File: src/rtl/nmsi_pkg.sv
// ----------------------------------------------------------------------------
// nmsi_pkg
// Types and constants shared by the box suppression block.
// ----------------------------------------------------------------------------
`timescale 1ns / 1ps

package nmsi_pkg;

  localparam int MAX_BOXES_DEF = 64;
  localparam int RESULT_CAP    = 64;
  localparam int ONE_PIXEL     = 32;
  localparam int QUEUE_DEPTH   = 4;

  localparam logic [1:0] CFG_CONF_THR   = 2'd0;
  localparam logic [1:0] CFG_IOU_THR    = 2'd1;
  localparam logic [1:0] CFG_CORNER_FMT = 2'd2;

  typedef struct packed {
    logic signed [15:0] coord_a;
    logic signed [15:0] coord_b;
    logic signed [15:0] coord_c;
    logic signed [15:0] coord_d;
    logic        [15:0] confidence;
    logic               last_box;
  } box_t;

  typedef struct packed {
    logic [5:0] kept_index;
    logic       none_kept;
    logic       overflowed;
    logic       last_result;
  } result_t;

  typedef struct packed {
    logic [63:0] coords;
    logic [15:0] score;
    logic        live;
    logic        last;
  } q_item_t;

endpackage

File: src/rtl/nmsi_front.sv
// ----------------------------------------------------------------------------
// nmsi_front
// Accepts boxes, marks each live against the confidence threshold and
// holds them in a short queue for the suppression engine.
// ----------------------------------------------------------------------------
`timescale 1ns / 1ps

module nmsi_front
  import nmsi_pkg::*;
(
  input  logic        clk,
  input  logic        rst,
  input  logic        push,
  output logic        full,
  input  box_t        box,
  input  logic [15:0] conf_threshold,
  output logic        q_valid,
  output q_item_t     q_head,
  input  logic        q_pop
);

  localparam int PTR_W  = $clog2(QUEUE_DEPTH);
  localparam int FILL_W = $clog2(QUEUE_DEPTH + 1);

  q_item_t            q [QUEUE_DEPTH];
  logic [PTR_W-1:0]   wr_ptr;
  logic [PTR_W-1:0]   rd_ptr;
  logic [FILL_W-1:0]  fill;
  logic               do_push;
  logic               do_pop;

  assign full    = (fill == FILL_W'(QUEUE_DEPTH));
  assign q_valid = (fill != '0);
  assign q_head  = q[rd_ptr];
  assign do_push = push && !full;
  assign do_pop  = q_pop && q_valid;

  always_ff @(posedge clk) begin
    if (do_push) begin
      q[wr_ptr] <= '{coords: {box.coord_d, box.coord_c, box.coord_b, box.coord_a},
                     score:  box.confidence,
                     live:   box.confidence >= conf_threshold,
                     last:   box.last_box};
    end
  end

  always_ff @(posedge clk) begin
    if (rst) begin
      wr_ptr <= '0;
      rd_ptr <= '0;
      fill   <= '0;
    end else begin
      if (do_push) wr_ptr <= wr_ptr + 1'b1;
      if (do_pop)  rd_ptr <= rd_ptr + 1'b1;
      if (do_push && !do_pop)      fill <= fill + 1'b1;
      else if (!do_push && do_pop) fill <= fill - 1'b1;
    end
  end

endmodule

File: config.mk
export PLATFORM = sky130hd
export DESIGN_NAME = nmsi_front
export DESIGN_NICKNAME = d
export VERILOG_FILES = /design/src/rtl/nmsi_pkg.sv /design/src/rtl/nmsi_front.sv
export SDC_FILE = /design/constraint.sdc
export NUM_CORES = 1
export LEC_CHECK = 0
export BUFFER_PORTS_ARGS = -buffer_cell sky130_fd_sc_hd__buf_2
export CORE_MARGIN = 8
export CORE_UTILIZATION = 25
export CTS_CLUSTER_DIAMETER = 40
export DETAILED_ROUTE_END_ITERATION = 10
export SKIP_CTS_REPAIR_TIMING = 1
export SYNTH_ARGS = -nofsm -noshare
export SYNTH_HDL_FRONTEND = slang
export SYNTH_SLANG_ARGS = --single-unit
File: constraint.sdc
create_clock -name clk -period 3.8 [get_ports clk]
set_input_delay 0.19 -clock clk [delete_from_list [all_inputs] [get_ports clk]]
set_output_delay 0.19 -clock clk [all_outputs]
set_load 0.1 [all_outputs]
After elaboration in Yosys (flattened, before gate mapping) --
Memories as Yosys holds them, arrays and structs flattened. A register that Yosys moved wholly into a read port is not among the register bits. Cells that the tools add are included.
Storage, ports and cells: register bits 7, memory bits (writable) 328, input bits 101, output and inout port bits 84, logic and storage cells 25, memories 1
Cells by class: add/sub/neg operators 4, $lt $le $gt $ge 1, equality and inequality tests 1, mux-type cells 6, reduce and logical (&&, ||, !) cells 9
Memory list:
- q | depth 4, width 82, rd ports 1, clocked after Yosys merged registers in 1, write ports 1, RTL line nmsi_front.sv:25 | q_item_t q [QUEUE_DEPTH];
Operator list (number):
- $ge 16x16->1 | 1
- $mux 3 | 2
- $add 2x1->2 const B | 2
- $logic_and 1x1->1 | 4
- $mux 2 | 2
- $add 3x1->3 const B | 1
- $eq 3x3->1 const B | 1
- $logic_not 1->1 | 3
- $reduce_bool 3->1 | 1
- $sub 3x1->3 const B | 1
- $mux 1 | 2
- $reduce_bool 2->1 | 1

Logic depth before layout (Yosys ltp) --
Gate-level depths: netlist of run 1.
depth in word-level cells 7, mapped depth 9, gate-level depth less buffers 8

Worst setup path before layout of run 1 --
Ideal clock, no wire load.
path type register to register, start register fill[1], end memory q[0][0] (netlist name), enable pin, library setup time 0.625 ns, arrival 3.948 ns, required time 3.175 ns, path slack -0.773 ns, cell stages (with the launch flop) 5, buffers on the path 1, clock period less this slack 4.573 ns, path through dfxtp_1 > nor3b_1 > nor2b_1 > buf_2 > and2_1
On the way: longest elaborated chain between the ends 5
Ends and longest elaborated chain:
- from (decl) | RTL line nmsi_front.sv:28 | logic [FILL_W-1:0] fill;
- from (signal assigned) | RTL line nmsi_front.sv:55 | if (do_push && !do_pop) fill <= fill + 1'b1;
- from (signal assigned) | RTL line nmsi_front.sv:56 | else if (!do_push && do_pop) fill <= fill - 1'b1;
- $eq 3x3->1 | RTL line nmsi_front.sv:32 | assign full = (fill == FILL_W'(QUEUE_DEPTH));
- via full | RTL line nmsi_front.sv:14 | output logic full,
- $logic_not 1->1 | RTL line nmsi_front.sv:35 | assign do_push = push && !full;
- $logic_and 1x1->1 | RTL line nmsi_front.sv:35
- via do_push | RTL line nmsi_front.sv:29 | logic do_push;
- $mux 1 | RTL line nmsi_front.sv:39 | if (do_push) begin
- $mux 1 (implied by the code) | RTL line nmsi_front.sv:40 | q[wr_ptr] <= '{coords: {box.coord_d, box.coord_c, box.coord_b, box.coord_a},
- to (decl) | RTL line nmsi_front.sv:25
The timed path passes the listed nets, and every way through them passes these cells.

==> out/metrics.cfg, run 1 <==
[worst_setup_path]
r2r_start=fill[0]
r2r_cells=8
reg2reg_slack_ps=1390
worstPathArrival_ps=2730
end_kind=output port
cp.required_ps=3610
start_kind=flip-flop
critPathKind=reg2out
crit_fanout=33
reg2reg_to=fill[2]

[synthesis]
yosys-top-cells-area=edfxtp_1, mux4_2, ha_1
synth_top_area_frac=0.7721
syn_area_per_cell_um2=24.11
synth_cell_types=33
ys_warn_count=0
synth_top_area_cell=edfxtp_1
yosysSeqAreaShare=0.7863
syn_nets=652
syn_area_mm2=0.01276
synthCells=529
synth-seq-cells=337

[global_routing]
grt_usage=0.09352
grt_pass1_vias=6691
grt_antenna_before_repair=2
grt_pass1_wl_um=41730
grt-ovfl-total=0
grt_max_degree=44

[detailed_routing]
met1_length_um=12270
drt_wl_total_um=28170
wl_per_cell_um=18.22
drtAntennaViolNets=0
post-route-drc-count=0
drt-initial-drc-count=269
vias_per_cell=4.105
route.met2.wl_um=13380
drt-pass1-iter-count=6
wl_met3_um=2019
routed.top_layer=met5
vias=6346

[status]
outcome=complete, no violations

[clock_tree]
htree_num_levels=2
clockRootBuffer=clkbuf_16
numCtsBuffers=46
clockBufferDepth=3
path_clk_slew_ps=60
cts_tree=yes
clk_latency_ps=550
cts.sinks=337

[hold_path]
hold_depth=4
min_from=q_pop
whs_endpoint=rd_ptr[0]
hold_class=in2reg

[floorplanning]
start_util=0.2537
die_width_um=241.9
core_area_mm2=0.05027
die_h_um=241.9
boundaryPins=185
row_count=82
die_area_mm2=0.05851

[sta]
timing.setup.tns_ps=0
min_period_ps=2920
fin_crit_sh=0.7684
drv_slew=0
fin_worst_skew_ps=20.96
setup_viol=0
worst_slew_pin_slew_ps=751.5
hold_violations=0
max-slew-margin-rel=0.4990
max_freq_ghz=0.3425
rsz0062_at_grt=false

[power_and_ir_drop]
ir_worst_vdd_uv=425.9
p_per_area_mw_per_mm2=849.9
power.leakage_uw=0.005807

[finish]
drive_gt1_frac=0.4158
layout.nets=962
final_common_cell=edfxtp_1
final_cell_mix=edfxtp_1, buf_2, dlygate4sd3_1
postLayoutCellArea_mm2=0.01685
areaGrowthSynthToFinish_pct=32.08
fillCellCount=4782

[run]
drv_cap=0

[place]
dp_hpwl_um=17690
place_congestion=0.6996
place.port_buffers=184
placed_area_mm2=0.01451

[state kept, by name, summed over array words and instances, names as in the netlist, named ones only]
signal and count:
q 328, rd_ptr 2, wr_ptr 2, fill 3
[report_power, final]
| group | internal [uW] | total [uW] | switching (uW) |
|---|---|---|---|
| clock | 2520 | 4150 | 1630 |
| sequential | 4550 | 4780 | 234 |
| combinational | 1190 | 5400 | 4210 |
| total | 8250 | 14300 | 6070 |
[how the worst max path moves through the flow]
stage                          from        end  slack [ps]
after global routing      flip-flop  q_head[4]         670
after detailed placement  flip-flop  q_head[4]        1340
after CTS                 flip-flop  q_head[4]         740
after global placement    flip-flop  q_head[4]        1350
after floorplan             fill[1]    q[0][0]         270
final                     flip-flop  q_head[4]         880
[worst max-delay path, stage by stage (launching register included)]
cell	delay, ps
dfxtp_4	830
buf_4	410
mux4_2	590
buf_2	320
[cell type report]
type                    instances  area, um2  share of cell area
flip-flops and latches        337      10040              0.5957
inverters                      19      71.32            0.004233
clock buffers                  50       1187             0.07047
diodes                          1      2.502           0.0001485
clock inverters                32      326.6             0.01938
repair buffers                282       1937              0.1150
multi-input cells             153       2446              0.1452
well taps                     672      840.8             0.04990
[through the flow]
step	instances	total power, uW	setup slack (ps)	hold slack (ps)	util
2_1_floorplan	529	9421	266.5	288.9	-
3_3_place_gp	1381	10240	1348	402.7	0.2887
3_5_place_dp	1381	10290	1344	408.3	0.2887
4_1_cts	1463	14510	736.5	-193.1	0.3188
5_1_grt	1545	14880	665.2	30.52	0.3351
6_report	1546	14320	879.9	37.03	0.3351
[metal layers]
layer | up-vias | GRT usage
li1 | 2859 | -
met3 | 42 | 0.03946
met1 | 3263 | 0.1149
met4 | 2 | 0.02590
met5 | - | 0
met2 | 180 | 0.1499
[cell usage after synthesis]
master and number:
dfxtp_1 9, edfxtp_1 328, nand3_1 1, fa_1 1
nand4_1 1, nor3b_1 1, mux4_1 1, o21ai_0 3
nand2_1 4, o211ai_1 1, buf_6 1, clkbuf_1 2
a2111oi_0 1, and4_1 2, or3_1 1, ha_1 21
inv_1 19, nand3b_1 1, buf_2 9, nor3_1 1
or3_4 1, a211oi_1 1, nor2b_1 1, buf_12 8
nor2_1 9, nand2b_1 1, xnor2_1 1, or4_1 1
and2_1 4, xor2_1 4, mux2i_1 2, mux4_2 81
a21oi_1 7
[cell families after synthesis]
kind of cell | synth area share
xor+xnor | 0.003433
flops | 0.7863
buf+inv | 0.02315
mux | 0.1466
simple gates | 0.01256
fa+ha+maj | 0.02217
compound gates | 0.005787
Power figures use the tool's default switching activity.
==> run 2, diff against run 1 <==
Clock period 3.8 ns to 2.56 ns, I/O delays scaled along.
==> out/metrics.cfg, run 2 (same netlist as run 1, synthesis figures left out) <==
[finish]
reg_top3=q x328, fill x3
largest_reg_flops=328
fillCellCount=4752
regArea_mm2=0.01004
final_core_util=0.3406
drive_gt1_frac=0.4197
areaGrowthSynthToFinish_pct=34.25
regMostFlops=q
final_common_cell=edfxtp_1
multi_input_area_mm2=0.002452
layout.nets=968
final_cell_mix=edfxtp_1, buf_2, dlygate4sd3_1

[detailed_routing]
drt_wl_total_um=28210
drt-initial-drc-count=302
drt-pass1-iter-count=4
post-route-drc-count=0
vias=6350
vias_per_cell=4.078
drtAntennaViolNets=0
wl_per_cell_um=18.12

[hold_path]
hold_class=in2reg
min_from=push
hold_depth=5

[floorplanning]
die_area_mm2=0.05851
row_count=82
start_util=0.2537
boundaryPins=185
core_area_mm2=0.05027
die_width_um=241.9
die_h_um=241.9

[worst_setup_path]
crit_fanout=18
r2r_start=fill[1]
crit_family=buffers and inverters
worstPathArrival_ps=2200
crit_buf_inv=3
worstPathCellList=buf_12 -> buf_12 -> mux4_2 -> buf_2
cp.required_ps=2430
cpMostUsedCell=buf_12
r2r_cells=8
crit_slowest_cell=mux4_2
end_kind=output port
start_kind=flip-flop
slowest_delay_ps=550
reg2reg_slack_ps=330
crit_cells=4
critPathKind=reg2out

[sta]
setup_viol=0
max-slew-margin-rel=0.6429
min_period_ps=2331
rsz0062_at_grt=false
fin_crit_sh=0.9106
worst_hold_slack_ps=209.2
worst_slew_pin_slew_ps=539.4
hold_violations=0
drv_slew=0
max_freq_ghz=0.4290
fin_worst_skew_ps=16.94

[clock_tree]
clockRootBuffer=clkbuf_16
path_clk_slew_ps=50
htree_num_levels=2
numCtsBuffers=49
clockBufferDepth=3
cts_tree=yes
cts.sinks=337
clk_latency_ps=550

[global_routing]
grt_pass1_vias=6894
grt-ovfl-total=0
grt_pass1_wl_um=42280
grt_usage=0.09382
grt_antenna_before_repair=2
grt_max_degree=47

[power_and_ir_drop]
p_per_area_mw_per_mm2=1276
power.leakage_uw=0.005906
ir_worst_vdd_uv=682.4

[run]
drv_cap=0

[status]
outcome=complete, no violations

[place]
place.port_buffers=184
place_congestion=0.6839
dp_hpwl_um=17100

-- run 2: cell types whose count changed in the layout (fill, tap and decap cells not counted), sizes merged --
cell,previous run,this run
clkinv,13,14
buf,200,201
bufinv,3,4
clkbuf,50,55
dlygate4sd3,82,84
clkinvlp,2,5
inv,33,31
-- run 2: worst reg2reg max path, delay by kind of cell, from the launching register on --
family                     cells  cell delay, ps
AOI/OAI and AO/OA              1             160
xor gates and xnor gates       1             150
adders and majority gates      2             570
buffers and inverters          1              70
DFF                            1             370
and+or+nand+nor                3             830
-- run 2: path summary, 6_finish.rpt --
| path | to |
|---|---|
| setup / recovery | q_head[57] |
| hold reg to reg | fill[2] |
| setup reg to reg | fill[2] |
| hold / removal | wr_ptr[0] |
-- run 2: final cells by class --
type | count | share of cell area
tap | 672 | 0.04910
clock inverter | 35 | 0.02133
sequential | 337 | 0.5861
timing repair buffer | 285 | 0.1206
clock buffer | 55 | 0.07540
antenna | 1 | 0.0001461
multi-input combinational | 153 | 0.1432
inverter | 19 | 0.004165
-- run 2: layer usage --
metal  part of all wire  up-vias  track usage
met5            0.00046        -            0
met4              0.017        2      0.02607
met3              0.068       40      0.03770
met2               0.47      183       0.1507
met1               0.44     3255       0.1162
li1                   -     2870            -
-- run 2: per-stage QoR --
stage | setup WS (ps) | std cells | cell area (um2) | total power, uW | setup TNS, ps
2_1_floorplan | -9.903 | 529 | 12770 | 13970 | -3248
3_3_place_gp | 386.8 | 1382 | 14630 | 15300 | 0
3_5_place_dp | 354.0 | 1382 | 14630 | 15370 | 0
5_1_grt | 122.7 | 1556 | 17120 | 22660 | 0
4_1_cts | 152.4 | 1472 | 16280 | 22080 | 0
6_report | 229.0 | 1557 | 17130 | 21850 | 0
-- run 2: power breakdown --
group / internal, uW / switching, uW / total, uW
combinational: 1890 / 6420 / 8310
clock: 4110 / 2520 / 6630
sequential: 6750 / 158 / 6910
==> run 3, diff against run 2 <==
Settings changed: CORE_UTILIZATION 25 to 29.
==> out/metrics.cfg, run 3 (same netlist as run 1, synthesis figures left out) <==
[detailed_routing]
vias_per_cell=4.285
vias=6355
wl_per_cell_um=17.99
drt-pass1-iter-count=6
drt-initial-drc-count=355
drt_wl_total_um=26670
drtAntennaViolNets=0
post-route-drc-count=0

[finish]
final_cell_mix=edfxtp_1, buf_2, dlygate4sd3_1
final_common_cell=edfxtp_1
n_antenna_cell=0
postLayoutCellArea_mm2=0.01704
drive_gt1_frac=0.4198
stdcell_count=1483
largest_reg_flops=328
fillCellCount=3945
multi_input_area_mm2=0.002452
reg_top3=q x328, fill x3
regMostFlops=q
layout.nets=975
areaGrowthSynthToFinish_pct=33.61
regArea_mm2=0.01004

[global_routing]
use_met2=0.1652
grt.met3_usage=0.03259
grt_antenna_before_repair=0
grt_max_degree=83
grt_util_met1=0.1280
grt_pass1_vias=6588
grt-ovfl-total=0
grt_usage=0.1013
grt_pass1_wl_um=39340
grt_busiest_layer=met2

[worst_setup_path]
critPathKind=reg2out
crit_fanout=82
start_kind=flip-flop
worstPathArrival_ps=2180
end_kind=output port
cp.required_ps=2430

[clock_tree]
clockBufferDepth=3
cts_tree=yes
clockRootBuffer=clkbuf_16
htree_num_levels=2
path_clk_slew_ps=50
clk_latency_ps=550
cts.sinks=337
numCtsBuffers=49

[floorplanning]
die_width_um=225.7
boundaryPins=185
start_util=0.2910
core_area_mm2=0.04384
die_h_um=225.7
die_area_mm2=0.05095
row_count=77

[sta]
setup_viol=0
max_freq_ghz=0.4336
drv_slew=0
rsz0062_at_grt=false
max-slew-margin-rel=0.6195
fin_crit_sh=0.9010
worst_hold_slack_ps=181.7
min_period_ps=2306
hold_violations=0
worst_slew_pin_slew_ps=570.7
fin_worst_skew_ps=18.26

[place]
dp.cells=1304
placed_area_mm2=0.01453
dp_hpwl_um=16000
place.port_buffers=184
place_congestion=0.6847

[power_and_ir_drop]
total_power_uw=21780
p_per_area_mw_per_mm2=1278
power.leakage_uw=0.005922
p_comb_frac=0.385
power_switching_share=0.4132
power_frac_clock=0.297
internal-power_uw=12780
seqPwrFrac=0.318
ir_worst_vdd_uv=1082
p_switching_uw=8998

[status]
outcome=complete, no violations

[run]
drv_cap=0

[hold_path]
hold_class=in2reg

-- run 3: cell types whose count changed in the layout (fill, tap and decap cells not counted) --
cell,before,now
buf_12,14,15
buf_4,3,10
clkbuf_1,4,8
clkbuf_16,51,50
clkinv_1,5,6
clkinv_4,4,3
diode_2,1,0
dlygate4sd3_1,84,83
inv_6,7,4
-- run 3: worst max-delay path, stage by stage (launching register included) --
cell,delay (ps)
dfxtp_4,350
buf_12,400
mux4_2,340
buf_2,430
-- run 3: worst paths after layout --
| check | start | end | slack [ps] | depth (start not counted) |
|---|---|---|---|---|
| max | flip-flop | q_head[43] | 250 | 3 |
| min | push | wr_ptr[0] | 180 | 5 |
| max reg2reg | fill[1] | fill[2] | 360 | 8 |
| min reg2reg | fill[2] | fill[2] | 500 | 2 |
-- run 3: layout make-up --
type	instances	area share
multi-input combinational	153	0.1439
sequential	337	0.5889
clock inverter	32	0.01960
timing repair buffer	292	0.1248
clock buffer	58	0.07517
tap	592	0.04346
inverter	19	0.004184
-- run 3: power by group through the flow --
stage	Clock, uW	Combinational, uW	Sequential, uW
after CTS	6670	8240	7010
after floorplan	0	6990	6970
after detailed placement	0	8220	7120
after global placement	0	8220	7090
after global routing	6880	8720	6970
final	6480	8380	6920
-- run 3: metrics by stage --
| step | setup TNS (ps) | utilization | setup slack [ps] |
|---|---|---|---|
| 2_1_floorplan | -3248 | - | -9.903 |
| 3_3_place_gp | 0 | 0.3314 | 405.7 |
| 3_5_place_dp | 0 | 0.3314 | 381.4 |
| 4_1_cts | -1006 | 0.3683 | -91.61 |
| 5_1_grt | 0 | 0.3888 | 155.2 |
| 6_report | 0 | 0.3888 | 253.5 |
-- run 3: routing by layer --
layer / share of wire / wire length [um]
met5: 0 / 0
met4: 0.015 / 394
met3: 0.059 / 1584
met2: 0.49 / 13110
met1: 0.43 / 11590
